### src/hw/rtl/tls_sni_extractor_unit_defines.svh
// Assertion macros used by the SNI extractor result queue.
// Include in modules that carry concurrent checks; no other dependencies.
`ifndef TLS_SNI_EXTRACTOR_UNIT_DEFINES_SVH
`define TLS_SNI_EXTRACTOR_UNIT_DEFINES_SVH
// Implication checked on every edge outside reset.
`define TSE_ASSERT_IMP(lbl, ck, rn, a, c, msg) \
  lbl: assert property (@(posedge ck) disable iff (!rn) (a) |-> (c)) else $error(msg);
// Next-cycle implication outside reset.
`define TSE_ASSERT_NXT(lbl, ck, rn, a, c, msg) \
  lbl: assert property (@(posedge ck) disable iff (!rn) (a) |=> (c)) else $error(msg);
`endif

### src/hw/rtl/tse_pkg.sv
// Package for the SNI extractor: result type and shared constants.
// No dependencies.
package tse_pkg;
  localparam int unsigned MAX_HOST_LEN_DEF = 255;
  localparam int unsigned OFFSET_BITS_DEF  = 16;
  localparam logic [15:0] MATCH_PORT_RST   = 16'd443;
  localparam logic [15:0] PARSE_DEPTH_RST  = 16'd512;
  localparam logic [7:0]  EXT_LIMIT_RST    = 8'd32;
  localparam logic [1:0]  CFG_MATCH_PORT   = 2'd0;
  localparam logic [1:0]  CFG_PARSE_DEPTH  = 2'd1;
  localparam logic [1:0]  CFG_EXT_LIMIT    = 2'd2;
  localparam logic [2:0]  VC_NOT_TCP   = 3'd0;
  localparam logic [2:0]  VC_NOT_HELLO = 3'd1;
  localparam logic [2:0]  VC_NO_SNI    = 3'd2;
  localparam logic [2:0]  VC_BAD_SNI   = 3'd3;
  localparam logic [2:0]  VC_SNI_OK    = 3'd4;

  typedef struct packed {
    logic        is_verdict;
    logic [7:0]  host_char;
    logic [7:0]  host_index;
    logic [2:0]  verdict_code;
    logic [7:0]  sni_len;
    logic [31:0] dest_addr;
  } tse_res_t;
endpackage

### src/hw/rtl/tls_sni_extractor_unit.sv
// Top level of the TLS SNI extractor: config registers, parser, result queue.
// Depends on tse_pkg, tse_parser and tse_result_fifo.
//   channel  | dir | ports
//   in_      | in  | in_valid, in_stall, in_frame_byte, in_frame_end
//   out_     | out | out_valid, out_stall, out_is_verdict .. out_dest_addr
//   cfg_     | in  | cfg_we, cfg_index, cfg_wdata
// One byte per cycle while in_stall is low; a beat yields at most two results into a 4-entry queue.
// Results are queued at the accepting edge and offered in order, one per cycle while out_stall is low.
// in_stall rises only when the queue holds more than two results.
// Reset is synchronous; registers return to 443/512/32, parser to Ethernet phase.
module tls_sni_extractor_unit import tse_pkg::*; #(
  parameter int unsigned MAX_HOST_LEN = MAX_HOST_LEN_DEF,
  parameter int unsigned OFFSET_BITS  = OFFSET_BITS_DEF
) (
  input  logic        clk,
  input  logic        rst_n,
  input  logic        in_valid,
  output logic        in_stall,
  input  logic [7:0]  in_frame_byte,
  input  logic        in_frame_end,
  output logic        out_valid,
  input  logic        out_stall,
  output logic        out_is_verdict,
  output logic [7:0]  out_host_char,
  output logic [7:0]  out_host_index,
  output logic [2:0]  out_verdict_code,
  output logic [7:0]  out_sni_len,
  output logic [31:0] out_dest_addr,
  input  logic        cfg_we,
  input  logic [1:0]  cfg_index,
  input  logic [15:0] cfg_wdata
);
  logic [15:0] port_r, depth_r;
  logic [7:0]  lim_r;
  logic        room, step, v0, v1;
  tse_res_t    r0, r1, q;

  always_ff @(posedge clk) begin
    if (!rst_n) begin
      port_r <= MATCH_PORT_RST; depth_r <= PARSE_DEPTH_RST; lim_r <= EXT_LIMIT_RST;
    end else if (cfg_we) begin
      case (cfg_index)
        CFG_MATCH_PORT:  port_r  <= cfg_wdata;
        CFG_PARSE_DEPTH: depth_r <= cfg_wdata;
        CFG_EXT_LIMIT:   lim_r   <= cfg_wdata[7:0];
        default: ;
      endcase
    end
  end

  assign in_stall = !room;
  assign step = in_valid && room;

  tse_parser #(.MAX_HOST_LEN(MAX_HOST_LEN), .OFFSET_BITS(OFFSET_BITS)) u_parser (
    .clk, .rst_n, .step, .frame_byte(in_frame_byte), .frame_end(in_frame_end),
    .match_port(port_r), .parse_depth(depth_r), .ext_limit(lim_r),
    .res0_vld(v0), .res1_vld(v1), .res0(r0), .res1(r1)
  );

  tse_result_fifo u_fifo (
    .clk, .rst_n, .wr0(v0), .wr1(v1), .d0(r0), .d1(r1), .room,
    .out_valid, .out_stall, .q
  );

  assign out_is_verdict   = q.is_verdict;
  assign out_host_char    = q.host_char;
  assign out_host_index   = q.host_index;
  assign out_verdict_code = q.verdict_code;
  assign out_sni_len      = q.sni_len;
  assign out_dest_addr    = q.dest_addr;
endmodule

### src/hw/rtl/tse_parser.sv
// Front end: byte-serial frame parser producing up to two results per beat.
// Depends on tse_pkg.
module tse_parser import tse_pkg::*; #(
  parameter int unsigned MAX_HOST_LEN = MAX_HOST_LEN_DEF,
  parameter int unsigned OFFSET_BITS  = OFFSET_BITS_DEF
) (
  input  logic        clk,
  input  logic        rst_n,
  input  logic        step,
  input  logic [7:0]  frame_byte,
  input  logic        frame_end,
  input  logic [15:0] match_port,
  input  logic [15:0] parse_depth,
  input  logic [7:0]  ext_limit,
  output logic        res0_vld,
  output logic        res1_vld,
  output tse_res_t    res0,
  output tse_res_t    res1
);
  localparam int unsigned PW = OFFSET_BITS + 2;
  localparam logic [OFFSET_BITS-1:0] OFF_MAX = {OFFSET_BITS{1'b1}};
  localparam logic [8:0] HMAX = 9'(MAX_HOST_LEN);

  typedef enum logic [3:0] {
    PH_ETH, PH_IP, PH_TCP, PH_TLS, PH_SID, PH_CSLEN, PH_CMLEN, PH_EXTLEN,
    PH_EXTHDR, PH_EXTSKIP, PH_SNI, PH_NAME, PH_DONE
  } phase_t;

  phase_t           ph_r, ph_nxt;
  logic [OFFSET_BITS-1:0] off_r, off_nxt;
  logic [PW-1:0]    tgt_r, tgt_nxt, ps_r, ps_nxt, xend_r, xend_nxt;
  logic [15:0]      acc_r, acc_nxt;
  logic [7:0]       xcnt_r, xcnt_nxt, hlen_r, hlen_nxt, hcnt_r, hcnt_nxt;
  logic [31:0]      dest_r, dest_nxt;
  logic [2:0]       vc_r, vc_nxt;

  logic [PW-1:0] p, r, pos, lim;
  logic [15:0]   v;
  logic          is_host;
  logic [2:0]    ecode;
  logic [7:0]    lc;

  assign p   = PW'(off_r);
  assign r   = p - tgt_r;
  assign v   = {acc_r[7:0], frame_byte};
  assign lim = ps_r + PW'(parse_depth);

  always_comb begin
    unique case (ph_r)
      PH_DONE: ecode = vc_r;
      PH_ETH, PH_IP, PH_TCP: ecode = VC_NOT_TCP;
      PH_TLS: ecode = VC_NOT_HELLO;
      PH_SNI, PH_NAME: ecode = VC_BAD_SNI;
      default: ecode = VC_NO_SNI;
    endcase
  end

  assign lc = (frame_byte >= 8'h41 && frame_byte <= 8'h5a) ? frame_byte + 8'd32 : frame_byte;

  always_comb begin
    phase_t ph_e;
    logic [2:0] vc_e;
    logic [31:0] dest_e;
    ph_nxt = ph_r; off_nxt = off_r; tgt_nxt = tgt_r; ps_nxt = ps_r;
    xend_nxt = xend_r; acc_nxt = acc_r; xcnt_nxt = xcnt_r; hlen_nxt = hlen_r;
    hcnt_nxt = hcnt_r; dest_nxt = dest_r; vc_nxt = vc_r;
    is_host = 1'b0; pos = '0;
    if (off_r == OFF_MAX) begin
      if (ph_r != PH_DONE) begin
        if (ph_r == PH_IP) dest_nxt = '0;
        vc_nxt = ecode; ph_nxt = PH_DONE;
      end
    end else begin
      off_nxt = off_r + 1'b1;
      if (ph_r != PH_DONE && p >= tgt_r) begin
        unique case (ph_r)
          PH_ETH: begin
            if (r == 12) acc_nxt = {8'd0, frame_byte};
            else if (r == 13) begin
              if (v != 16'h0800) begin vc_nxt = VC_NOT_TCP; ph_nxt = PH_DONE; end
              else ph_nxt = PH_IP;
            end
          end
          PH_IP: begin
            if (r == 14) begin
              if (frame_byte[3:0] < 4'd5) begin
                dest_nxt = '0; vc_nxt = VC_NOT_TCP; ph_nxt = PH_DONE;
              end else ps_nxt = PW'(14) + PW'({frame_byte[3:0], 2'b00});
            end else if (r == 23) begin
              if (frame_byte != 8'd6) begin
                dest_nxt = '0; vc_nxt = VC_NOT_TCP; ph_nxt = PH_DONE;
              end
            end else if (r >= 30 && r <= 33) begin
              dest_nxt = {dest_r[23:0], frame_byte};
              if (r == 33) begin ph_nxt = PH_TCP; tgt_nxt = ps_r; end
            end
          end
          PH_TCP: begin
            if (r == 2) acc_nxt = {8'd0, frame_byte};
            else if (r == 3) begin
              if (v != match_port) begin vc_nxt = VC_NOT_TCP; ph_nxt = PH_DONE; end
            end else if (r == 12) begin
              if (frame_byte[7:4] < 4'd5) begin vc_nxt = VC_NOT_TCP; ph_nxt = PH_DONE; end
              else acc_nxt = {10'd0, frame_byte[7:4], 2'b00};
            end else if (r == 19) begin
              ps_nxt = tgt_r + PW'(acc_r); tgt_nxt = tgt_r + PW'(acc_r); ph_nxt = PH_TLS;
            end
          end
          PH_TLS: begin
            if (r == 0) begin
              if (frame_byte != 8'd22) begin vc_nxt = VC_NOT_HELLO; ph_nxt = PH_DONE; end
            end else if (r == 1) acc_nxt = {8'd0, frame_byte};
            else if (r == 2) begin
              if (v != 16'h0301 && v != 16'h0302 && v != 16'h0303) begin
                vc_nxt = VC_NOT_HELLO; ph_nxt = PH_DONE;
              end
            end else if (r == 5) begin
              if (frame_byte != 8'd1) begin vc_nxt = VC_NOT_HELLO; ph_nxt = PH_DONE; end
            end else if (r == 8) begin
              pos = ps_r + PW'(43);
              if (pos > lim) begin vc_nxt = VC_NO_SNI; ph_nxt = PH_DONE; end
              else begin ph_nxt = PH_SID; tgt_nxt = pos; end
            end
          end
          PH_SID, PH_CMLEN: begin
            pos = p + PW'(1) + PW'(frame_byte);
            if (pos > lim) begin vc_nxt = VC_NO_SNI; ph_nxt = PH_DONE; end
            else begin ph_nxt = (ph_r == PH_SID) ? PH_CSLEN : PH_EXTLEN; tgt_nxt = pos; end
          end
          PH_CSLEN: begin
            if (r == 0) acc_nxt = {8'd0, frame_byte};
            else begin
              pos = p + PW'(1) + PW'(v);
              if (pos > lim) begin vc_nxt = VC_NO_SNI; ph_nxt = PH_DONE; end
              else begin ph_nxt = PH_CMLEN; tgt_nxt = pos; end
            end
          end
          PH_EXTLEN: begin
            if (r == 0) acc_nxt = {8'd0, frame_byte};
            else begin
              pos = p + PW'(1);
              xend_nxt = p + PW'(1) + PW'(v);
              xcnt_nxt = '0;
              if (ext_limit == 8'd0 || pos + PW'(4) > xend_nxt || pos > lim) begin
                vc_nxt = VC_NO_SNI; ph_nxt = PH_DONE;
              end else begin ph_nxt = PH_EXTHDR; tgt_nxt = pos; end
            end
          end
          PH_EXTHDR: begin
            if (r == 0) acc_nxt = {8'd0, frame_byte};
            else begin
              xcnt_nxt = xcnt_r + 8'd1;
              if (v != 16'd0) ph_nxt = PH_EXTSKIP;
              else if (tgt_r + PW'(9) > xend_r || tgt_r + PW'(4) > lim) begin
                vc_nxt = VC_BAD_SNI; ph_nxt = PH_DONE;
              end else ph_nxt = PH_SNI;
            end
          end
          PH_EXTSKIP: begin
            if (r == 2) acc_nxt = {8'd0, frame_byte};
            else if (r == 3) begin
              pos = tgt_r + PW'(4) + PW'(v);
              if (xcnt_r >= ext_limit || pos + PW'(4) > xend_r || pos > lim) begin
                vc_nxt = VC_NO_SNI; ph_nxt = PH_DONE;
              end else begin ph_nxt = PH_EXTHDR; tgt_nxt = pos; end
            end
          end
          PH_SNI: begin
            if (r == 6) begin
              if (frame_byte != 8'd0) begin vc_nxt = VC_BAD_SNI; ph_nxt = PH_DONE; end
            end else if (r == 7) acc_nxt = {8'd0, frame_byte};
            else if (r == 8) begin
              if (v == 16'd0 || v > 16'(HMAX) || p + PW'(1) > lim) begin
                vc_nxt = VC_BAD_SNI; ph_nxt = PH_DONE;
              end else begin
                hlen_nxt = v[7:0]; hcnt_nxt = '0; ph_nxt = PH_NAME; tgt_nxt = p + PW'(1);
              end
            end
          end
          PH_NAME: begin
            is_host = 1'b1;
            hcnt_nxt = hcnt_r + 8'd1;
            if (hcnt_r + 8'd1 >= hlen_r) begin vc_nxt = VC_SNI_OK; ph_nxt = PH_DONE; end
          end
          default: ;
        endcase
      end
    end
    ph_e = ph_nxt; vc_e = vc_nxt; dest_e = dest_nxt;
    res1 = '0;
    res1.is_verdict = 1'b1;
    res1.verdict_code = (ph_e == PH_DONE) ? vc_e :
                        (ph_e == PH_ETH || ph_e == PH_IP || ph_e == PH_TCP) ? VC_NOT_TCP :
                        (ph_e == PH_TLS) ? VC_NOT_HELLO :
                        (ph_e == PH_SNI || ph_e == PH_NAME) ? VC_BAD_SNI : VC_NO_SNI;
    res1.sni_len = (res1.verdict_code == VC_SNI_OK) ? hlen_nxt : 8'd0;
    res1.dest_addr = (ph_e == PH_IP) ? 32'd0 : dest_e;
    if (frame_end) begin
      ph_nxt = PH_ETH; off_nxt = '0; tgt_nxt = '0; ps_nxt = '0; xend_nxt = '0;
      acc_nxt = '0; xcnt_nxt = '0; hlen_nxt = '0; hcnt_nxt = '0; dest_nxt = '0;
      vc_nxt = VC_NOT_TCP;
    end
  end

  always_comb begin
    res0 = '0;
    res0.host_char = lc;
    res0.host_index = hcnt_r;
  end
  assign res0_vld = step && is_host;
  assign res1_vld = step && frame_end;

  always_ff @(posedge clk) begin
    if (!rst_n) begin
      ph_r <= PH_ETH; off_r <= '0; tgt_r <= '0; ps_r <= '0; xend_r <= '0;
      acc_r <= '0; xcnt_r <= '0; hlen_r <= '0; hcnt_r <= '0; dest_r <= '0;
      vc_r <= VC_NOT_TCP;
    end else if (step) begin
      ph_r <= ph_nxt; off_r <= off_nxt; tgt_r <= tgt_nxt; ps_r <= ps_nxt;
      xend_r <= xend_nxt; acc_r <= acc_nxt; xcnt_r <= xcnt_nxt; hlen_r <= hlen_nxt;
      hcnt_r <= hcnt_nxt; dest_r <= dest_nxt; vc_r <= vc_nxt;
    end
  end
endmodule

### src/hw/rtl/tse_result_fifo.sv
// Back end: result queue taking up to two results per beat, one out per beat while out_stall is low.
// Depends on tse_pkg and the assertion macro header.
`include "tls_sni_extractor_unit_defines.svh"
module tse_result_fifo import tse_pkg::*; (
  input  logic     clk,
  input  logic     rst_n,
  input  logic     wr0,
  input  logic     wr1,
  input  tse_res_t d0,
  input  tse_res_t d1,
  output logic     room,
  output logic     out_valid,
  input  logic     out_stall,
  output tse_res_t q
);
  localparam int unsigned DEPTH = 4;
  tse_res_t    mem_r [DEPTH];
  logic [1:0]  wp_r, rp_r;
  logic [2:0]  cnt_r, cnt_nxt;
  logic        pop;

  assign out_valid = cnt_r != 3'd0;
  assign pop  = out_valid && !out_stall;
  assign q    = mem_r[rp_r];
  assign room = cnt_r <= 3'd2;
  assign cnt_nxt = cnt_r + {2'd0, wr0} + {2'd0, wr1} - {2'd0, pop};

  always_ff @(posedge clk) begin
    if (wr0) mem_r[wp_r] <= d0;
    if (wr1) mem_r[wp_r + {1'b0, wr0}] <= d1;
    if (!rst_n) begin
      wp_r <= '0; rp_r <= '0; cnt_r <= '0;
    end else begin
      wp_r  <= wp_r + {1'b0, wr0} + {1'b0, wr1};
      rp_r  <= rp_r + {1'b0, pop};
      cnt_r <= cnt_nxt;
    end
  end

  `TSE_ASSERT_IMP(a_no_over, clk, rst_n, wr0 || wr1, room, "result queue overflow")
  `TSE_ASSERT_NXT(a_cnt_step, clk, rst_n, 1'b1, cnt_r <= 3'(DEPTH), "queue count beyond depth")
  `TSE_ASSERT_NXT(a_hold, clk, rst_n, out_valid && out_stall && !wr0 && !wr1,
    out_valid && $stable(q), "stalled result changed")
endmodule

### config.mk
export PLATFORM = sky130hd
export DESIGN_NAME = tls_sni_extractor_unit
export DESIGN_NICKNAME = d
export VERILOG_FILES = /design/src/hw/rtl/tse_pkg.sv /design/src/hw/rtl/tls_sni_extractor_unit.sv /design/src/hw/rtl/tse_parser.sv /design/src/hw/rtl/tse_result_fifo.sv
export VERILOG_INCLUDE_DIRS = /design/src /design/src/hw/rtl
export SDC_FILE = /design/constraint.sdc
export NUM_CORES = 2
export LEC_CHECK = 0
export BUFFER_PORTS_ARGS = -buffer_cell sky130_fd_sc_hd__buf_2
export CAP_MARGIN = 0
export CELL_PAD_IN_SITES_DETAIL_PLACEMENT = 1
export CELL_PAD_IN_SITES_GLOBAL_PLACEMENT = 1
export CORE_MARGIN = 2
export CORE_UTILIZATION = 50
export CTS_CLUSTER_SIZE = 24
export DETAILED_ROUTE_END_ITERATION = 6
export MAX_ROUTING_LAYER = met4
export PLACE_DENSITY = 0.87
export SLEW_MARGIN = 20
export SYNTH_ARGS = -nofsm -noshare
export SYNTH_HDL_FRONTEND = slang
export SYNTH_SLANG_ARGS = --single-unit
### constraint.sdc
create_clock -name clk -period 9 [get_ports clk]
set_clock_uncertainty 0.15 [all_clocks]
set_input_delay 0.45 -clock clk [delete_from_list [all_inputs] [get_ports clk]]
set_output_delay 0.45 -clock clk [all_outputs]
set_load 0.05 [all_outputs]
* Yosys cells after proc, flatten, opt, wreduce, memory -nomap -nowiden
Memory sizes are Yosys's and may differ from the RTL's. A register that Yosys moved wholly into a read port is not among the register bits.
Cells that the tools add are included.
** Word-level totals
- Flip-flop bits (word level) :: 196
- Bits in latches :: 0
- Bits in writable memories :: 240
- Memory bits (read-only) :: 0
- Input port bits :: 32
- Output and inout bits :: 62
- Word-level logic and storage cells :: 392
- Memories kept :: 1
** Operators by class
- $add $sub $neg :: 23
- $mul :: 0
- Divide/modulo/power cells :: 0
- $lt $le $gt $ge :: 20
- Equality and inequality tests :: 83
- Shift-type cells :: 0
- Muxes and demuxes :: 197
- Bitwise gates (word level) :: 0
- Reductions and logical operators :: 51
** Memories
- u_fifo.mem_r :: words 4, bits a word 60, read ports 1, clocked after Yosys merged registers in 1, write ports 2, line tse_result_fifo.sv:17 : tse_res_t mem_r [DEPTH];
** Operators with widths (number)
- $mux 18 :: 39
- $mux 32 :: 12
- $mux 16 :: 16
- $mux 8 :: 22
- $mux 4 :: 41
- $gt 18x18->1 :: 9
- $mux 3 :: 49
- $pmux 18 s8 :: 1
- $pmux 16 s6 :: 1
- $ne 3x3->1 const B :: 25
- $add 18x16->18 :: 4
- $eq 18x4->1 const B :: 4
- $add 18x3->18 const B :: 3
- $eq 18x3->1 const B :: 3
- $ne 16x10->1 const B :: 3
- $pmux 4 s11 :: 1
- $eq 18x2->1 const B :: 2
- $eq 18x5->1 const B :: 2
- $pmux 18 s2 :: 1
- $pmux 3 s11 :: 1
- $eq 4x4->1 const B :: 8
- $pmux 8 s2 :: 2
- $reduce_and 30->1 :: 1
- $ne 3x2->1 const B :: 8
- 65 further kinds :: 116

* Longest topological paths before layout
- Depth after elaboration :: 20
- Depth in mapped cells :: 32
- Gate-level depth less buffers :: 29

* By module
A second synthesis with hierarchy kept.
** Unflattened totals
- Cells, all modules :: 3277
- Area total of the unflattened synthesis :: 31941.9 um^2
** Modules (own cells, without submodules)
- tse_parser :: instances 1, cells each 2493, area an instance 18431.4 um^2, sequential area each 2822.7 um^2
- tse_result_fifo :: instances 1, cells each 624, area an instance 11907.7 um^2, sequential area each 7347.0 um^2
- tls_sni_extractor_unit :: instances 1, cells each 160, area an instance 1602.8 um^2, sequential area each 800.8 um^2

* Least setup slack after synthesis
No wires, ideal clock.
- Kind :: register to register
- Start point :: register u_parser.ps_r[0]
- End point :: memory u_fifo.mem_r[0][10] in the netlist's numbering, data pin
- Setup time :: 270 ps
- Arrival time :: 6040 ps
- Data required time :: 8580 ps
- Path slack :: 2540 ps
- Cell stages (with the launch flop) :: 30
- Path buffers :: 2
- Clock period less this slack :: 6460 ps
- Path through :: dfxtp_1 -> ha_1 -> fa_1 -> a21o_1 -> a21oi_1 -> o21bai_1 -> a21oi_1 -> o21bai_1 -> a21oi_1 -> o21bai_1 -> a21oi_1 -> o21ai_0 -> a21oi_1 -> o21ai_0 -> a21oi_1 -> xor2_1 -> ha_1 -> nand3_1 -> or4_1 -> a21boi_0 -> a311oi_1 -> a211o_1 -> a2111oi_0 -> nor3b_1 -> a41o_1 -> nand3_2 -> nor4b_4 -> buf_12 -> buf_8 -> nor3_1
** RTL lines
- start, declared :: line tse_parser.sv:31 : logic [PW-1:0] tgt_r, tgt_nxt, ps_r, ps_nxt, xend_r, xend_nxt;
- start signal, assigned :: line tse_parser.sv:219 : ph_r <= ph_nxt; off_r <= off_nxt; tgt_r <= tgt_nxt; ps_r <= ps_nxt;
- end, declared :: line tse_result_fifo.sv:17

==> out/qor.csv <==
stage;metric;value;unit
outcome;status;finished clean;
worst_setup_path;reg2regPathDepth;26;
floorplan;ios;94;
power_and_ir_drop;ir_drop;0.000139;V
synth;synth-seq-area-share;33.6;%
route;routed_wl;120000;um
global_routing;grtUsageTotal;38.4;%
worst_setup_path;worst-setup-path-type;flop to flop;
final_layout;n_antenna_cell;0;
route;wl_per_cell;27.8;um
hold_path;hold_path.startpoint;cfg_index[0];
floorplan;die_width;252;um
synth;synth_area;30600;um^2
route;drtIter0Drc;2824;
floorplan;fp.dieH;252;um
worst_setup_path;cp-end-kind;flop;
timing;timing.fmax;119;MHz
clock_tree;cts.sinks;428;
floorplan;dieArea;63300;um^2
worst_setup_path;crit_arrival;8.66;ns
hold_path;whs_path_depth;4;
clock_tree;numCtsBuffers;48;
route;dr.pass1.iters;6;
job;cap_viol_max_count;0;
timing;min_period_over_period;93.6;%
clock_tree;cts_buffer_depth;3;
final_layout;multi_input_area;18900;um^2
worst_setup_path;reg2reg_from;u_parser.tgt_r[5];
worst_setup_path;r2r-end;u_fifo.mem_r[3][37];
route;viasPerCell;6.65;
power_and_ir_drop;p_per_area;174;nW/um^2
power_and_ir_drop;netSwitchingFraction;35.4;%
final_layout;fin_area;33600;um^2
hold_path;min_path_type;input port to flop;
clock_tree;cts_tree;built;
synth;synth.avg_cell_area;8.88;um^2
power_and_ir_drop;p_sw;0.00207;W
timing;rsz0062_at_grt;no;
worst_setup_path;path_max_fanout;36;
final_layout;final_common_cell;nand2_1;
synth;synth_ff_type;dfxtp_1;
worst_setup_path;worstPathRequired;9.23;ns
final_layout;fin_util;55.6;%
place;place_area;31800;um^2
timing;slew_viol_final;0;
synth;synth_edf_count;172;
synth;syn_inst;3452;
power_and_ir_drop;seq_power_share;36.7;%
final_layout;area_growth;9.72;%
timing;worstMarginPinSlew;1.08;ns
timing;hold_viol;0;
clock_tree;clk_pin_slew;0.06;ns
global_routing;antenna_found_initial;0;
floorplan;row_count;90;
hold_path;hold_end;port_r[14];
global_routing;grt-ovfl-total;0;
route;drtAntennaViolNets;0;
power_and_ir_drop;combPwrFrac;27.2;%
route;drc_errors;0;
power_and_ir_drop;pwr-share-clk;36.1;%
floorplan;initial_utilization;50.7;%
place;finalWeightedCongestion;1.04;
synth;yosys_warnings;0;
worst_setup_path;cp-start-kind;flop;
power_and_ir_drop;power.leakage;12.4;nW
clock_tree;clock_latency;0.64;ns
timing;finalSetupViolCount;0;
place;portBuffers;93;
synth;synth_async_sr_flop_share;0;%
clock_tree;htreeDepth;2;
final_layout;fillers;7031;
route;via_count;28652;
floorplan;core;60500;um^2
timing;period_needed;8.43;ns
power_and_ir_drop;p_int;0.00378;W
global_routing;grt_pass1_vias;29522;
final_layout;drive_gt1_share;11.5;%
timing;slew-limit-headroom;27.4;%
final_layout;fin_nets;3786;
global_routing;grt_pass1_wl;181000;um
final_layout;seq_area;10300;um^2
worst_setup_path;r2r_slack;0.57;ns
synth;synth_cell_type_count;101;
global_routing;grt_max_degree;129;
synth;synth-seq-cells;428;
final_layout;final_cell_mix;nand2_1 (410), ha_1 (260), dfxtp_1 (254);
timing;tns;0;ns
clock_tree;cts-root-buf;clkbuf_16;
place;dp_hpwl;84400;um
[stage by stage]
step                      worst slack (ns)  cells  total power [W]  hold slack [ns]
after CTS                            0.680   4309          0.00583            0.132
after detailed placement             0.759   4203          0.00374            0.297
after global placement                1.19   4203          0.00371            0.277
after global routing                 0.130   4309          0.00603            0.201
after floorplan                       2.54   3453          0.00328            0.268
final                                0.572   4309          0.00586            0.160
[cell families after synthesis]
group           after synthesis  share of synthesized area, %
fa+ha+maj                   267                          11.1
buf+inv                     350                          5.07
mux                         125                          6.58
xor+xnor                    190                          5.43
compound gates              772                          16.6
flops                       428                          33.6
simple gates               1319                          21.7
other cells                   1                        0.0122
[power by group through the flow]
stage                     combinational (W)  clock, W  sequential (W)
final                               0.00159   0.00211         0.00215
after global routing                0.00168   0.00219         0.00216
after CTS                           0.00157   0.00211         0.00215
after detailed placement            0.00155         0         0.00219
after global placement              0.00152         0         0.00218
after floorplan                     0.00114         0         0.00214
[how the worst max path moves through the flow]
stage,startpoint,end,slack [ns],cells past startpoint
finish,u_parser.tgt_r[5],u_fifo.mem_r[3][37],0.57,26
global route,u_parser.tgt_r[5],u_fifo.mem_r[3][37],0.13,27
CTS,u_parser.tgt_r[5],u_fifo.mem_r[3][37],0.68,26
detailed placement,u_parser.tgt_r[5],u_fifo.mem_r[3][37],0.76,26
global placement,u_parser.tgt_r[5],u_fifo.mem_r[3][17],1.19,28
floorplan,u_parser.ps_r[0],u_fifo.mem_r[0][10],2.54,29
[per-layer routing]
metal	share of wire, %	up-vias	GRT usage [%]
li1	-	12710	-
met3	7.4	429	6.12
met4	6.6	0	22.1
met2	47	1355	61.8
met5	0	-	-
met1	39	14158	45.8
[synthesized netlist by cell type, drive strengths merged, types with 51 or more instances]
master,count,area [um^2]
inv,148,556
nor2,204,768
xnor2,144,1260
dfxtp,256,5120
mux2i,56,561
edfxtp,172,5160
nor3,206,1040
nor2b,124,776
a22oi,99,743
mux4,60,1350
ha,260,3250
nand3,101,510
nand2,414,1550
o21ai,126,638
a21oi,227,1140
nand4,57,357
clkbuf,156,586
a21o,51,383
nor4,55,497
[timing repair]
item,CTS,global route
hold buffers,16,0
setup buffers,0,0
hold endpoints to repair,31,0
gates resized for setup,0,0
[worst max-delay path: stages, from the launching register on]
cell      delay (ns)
dfxtp_1         0.59
nand2_1         0.17
nor2_1          0.22
nand2_1         0.19
nor2_1          0.20
nand3_1         0.12
xnor2_1         0.20
ha_1            0.27
or3_1           0.41
o21ai_0         0.30
xnor2_1         0.34
inv_1           0.17
nor3_1          0.34
and3_1          0.24
nand3_1         0.10
xnor2_1         0.16
ha_1            0.22
nor3_1          0.20
o41ai_1         0.10
o31ai_1         0.68
o211ai_1        0.46
or2_2           0.41
nor4b_1         0.15
buf_4           0.17
a41oi_1         0.39
nand4b_4        0.61
nor4_1          0.60
[sequential cells by signal (all words and copies together) (netlist names), 8 cells and up]
| name | cells |
|---|---|
| u_parser.hcnt_r | 8 |
| u_parser.xcnt_r | 8 |
| u_parser.off_r | 16 |
| u_parser.xend_r | 18 |
| u_parser.dest_r | 32 |
| u_parser.tgt_r | 18 |
| u_parser.hlen_r | 8 |
| u_parser.ps_r | 18 |
| port_r | 16 |
| lim_r | 8 |
| depth_r | 16 |
| u_fifo.mem_r | 240 |
| u_parser.acc_r | 8 |
[layout make-up]
class                      count  area share [%]
inverter                     152            1.70
clock inverter                22           0.785
tap                          782            2.91
sequential                   428            30.6
multi-input combinational   2675            56.3
clock buffer                  68            4.14
timing repair buffer         182            3.54
(Power assumes the default switching activity.)
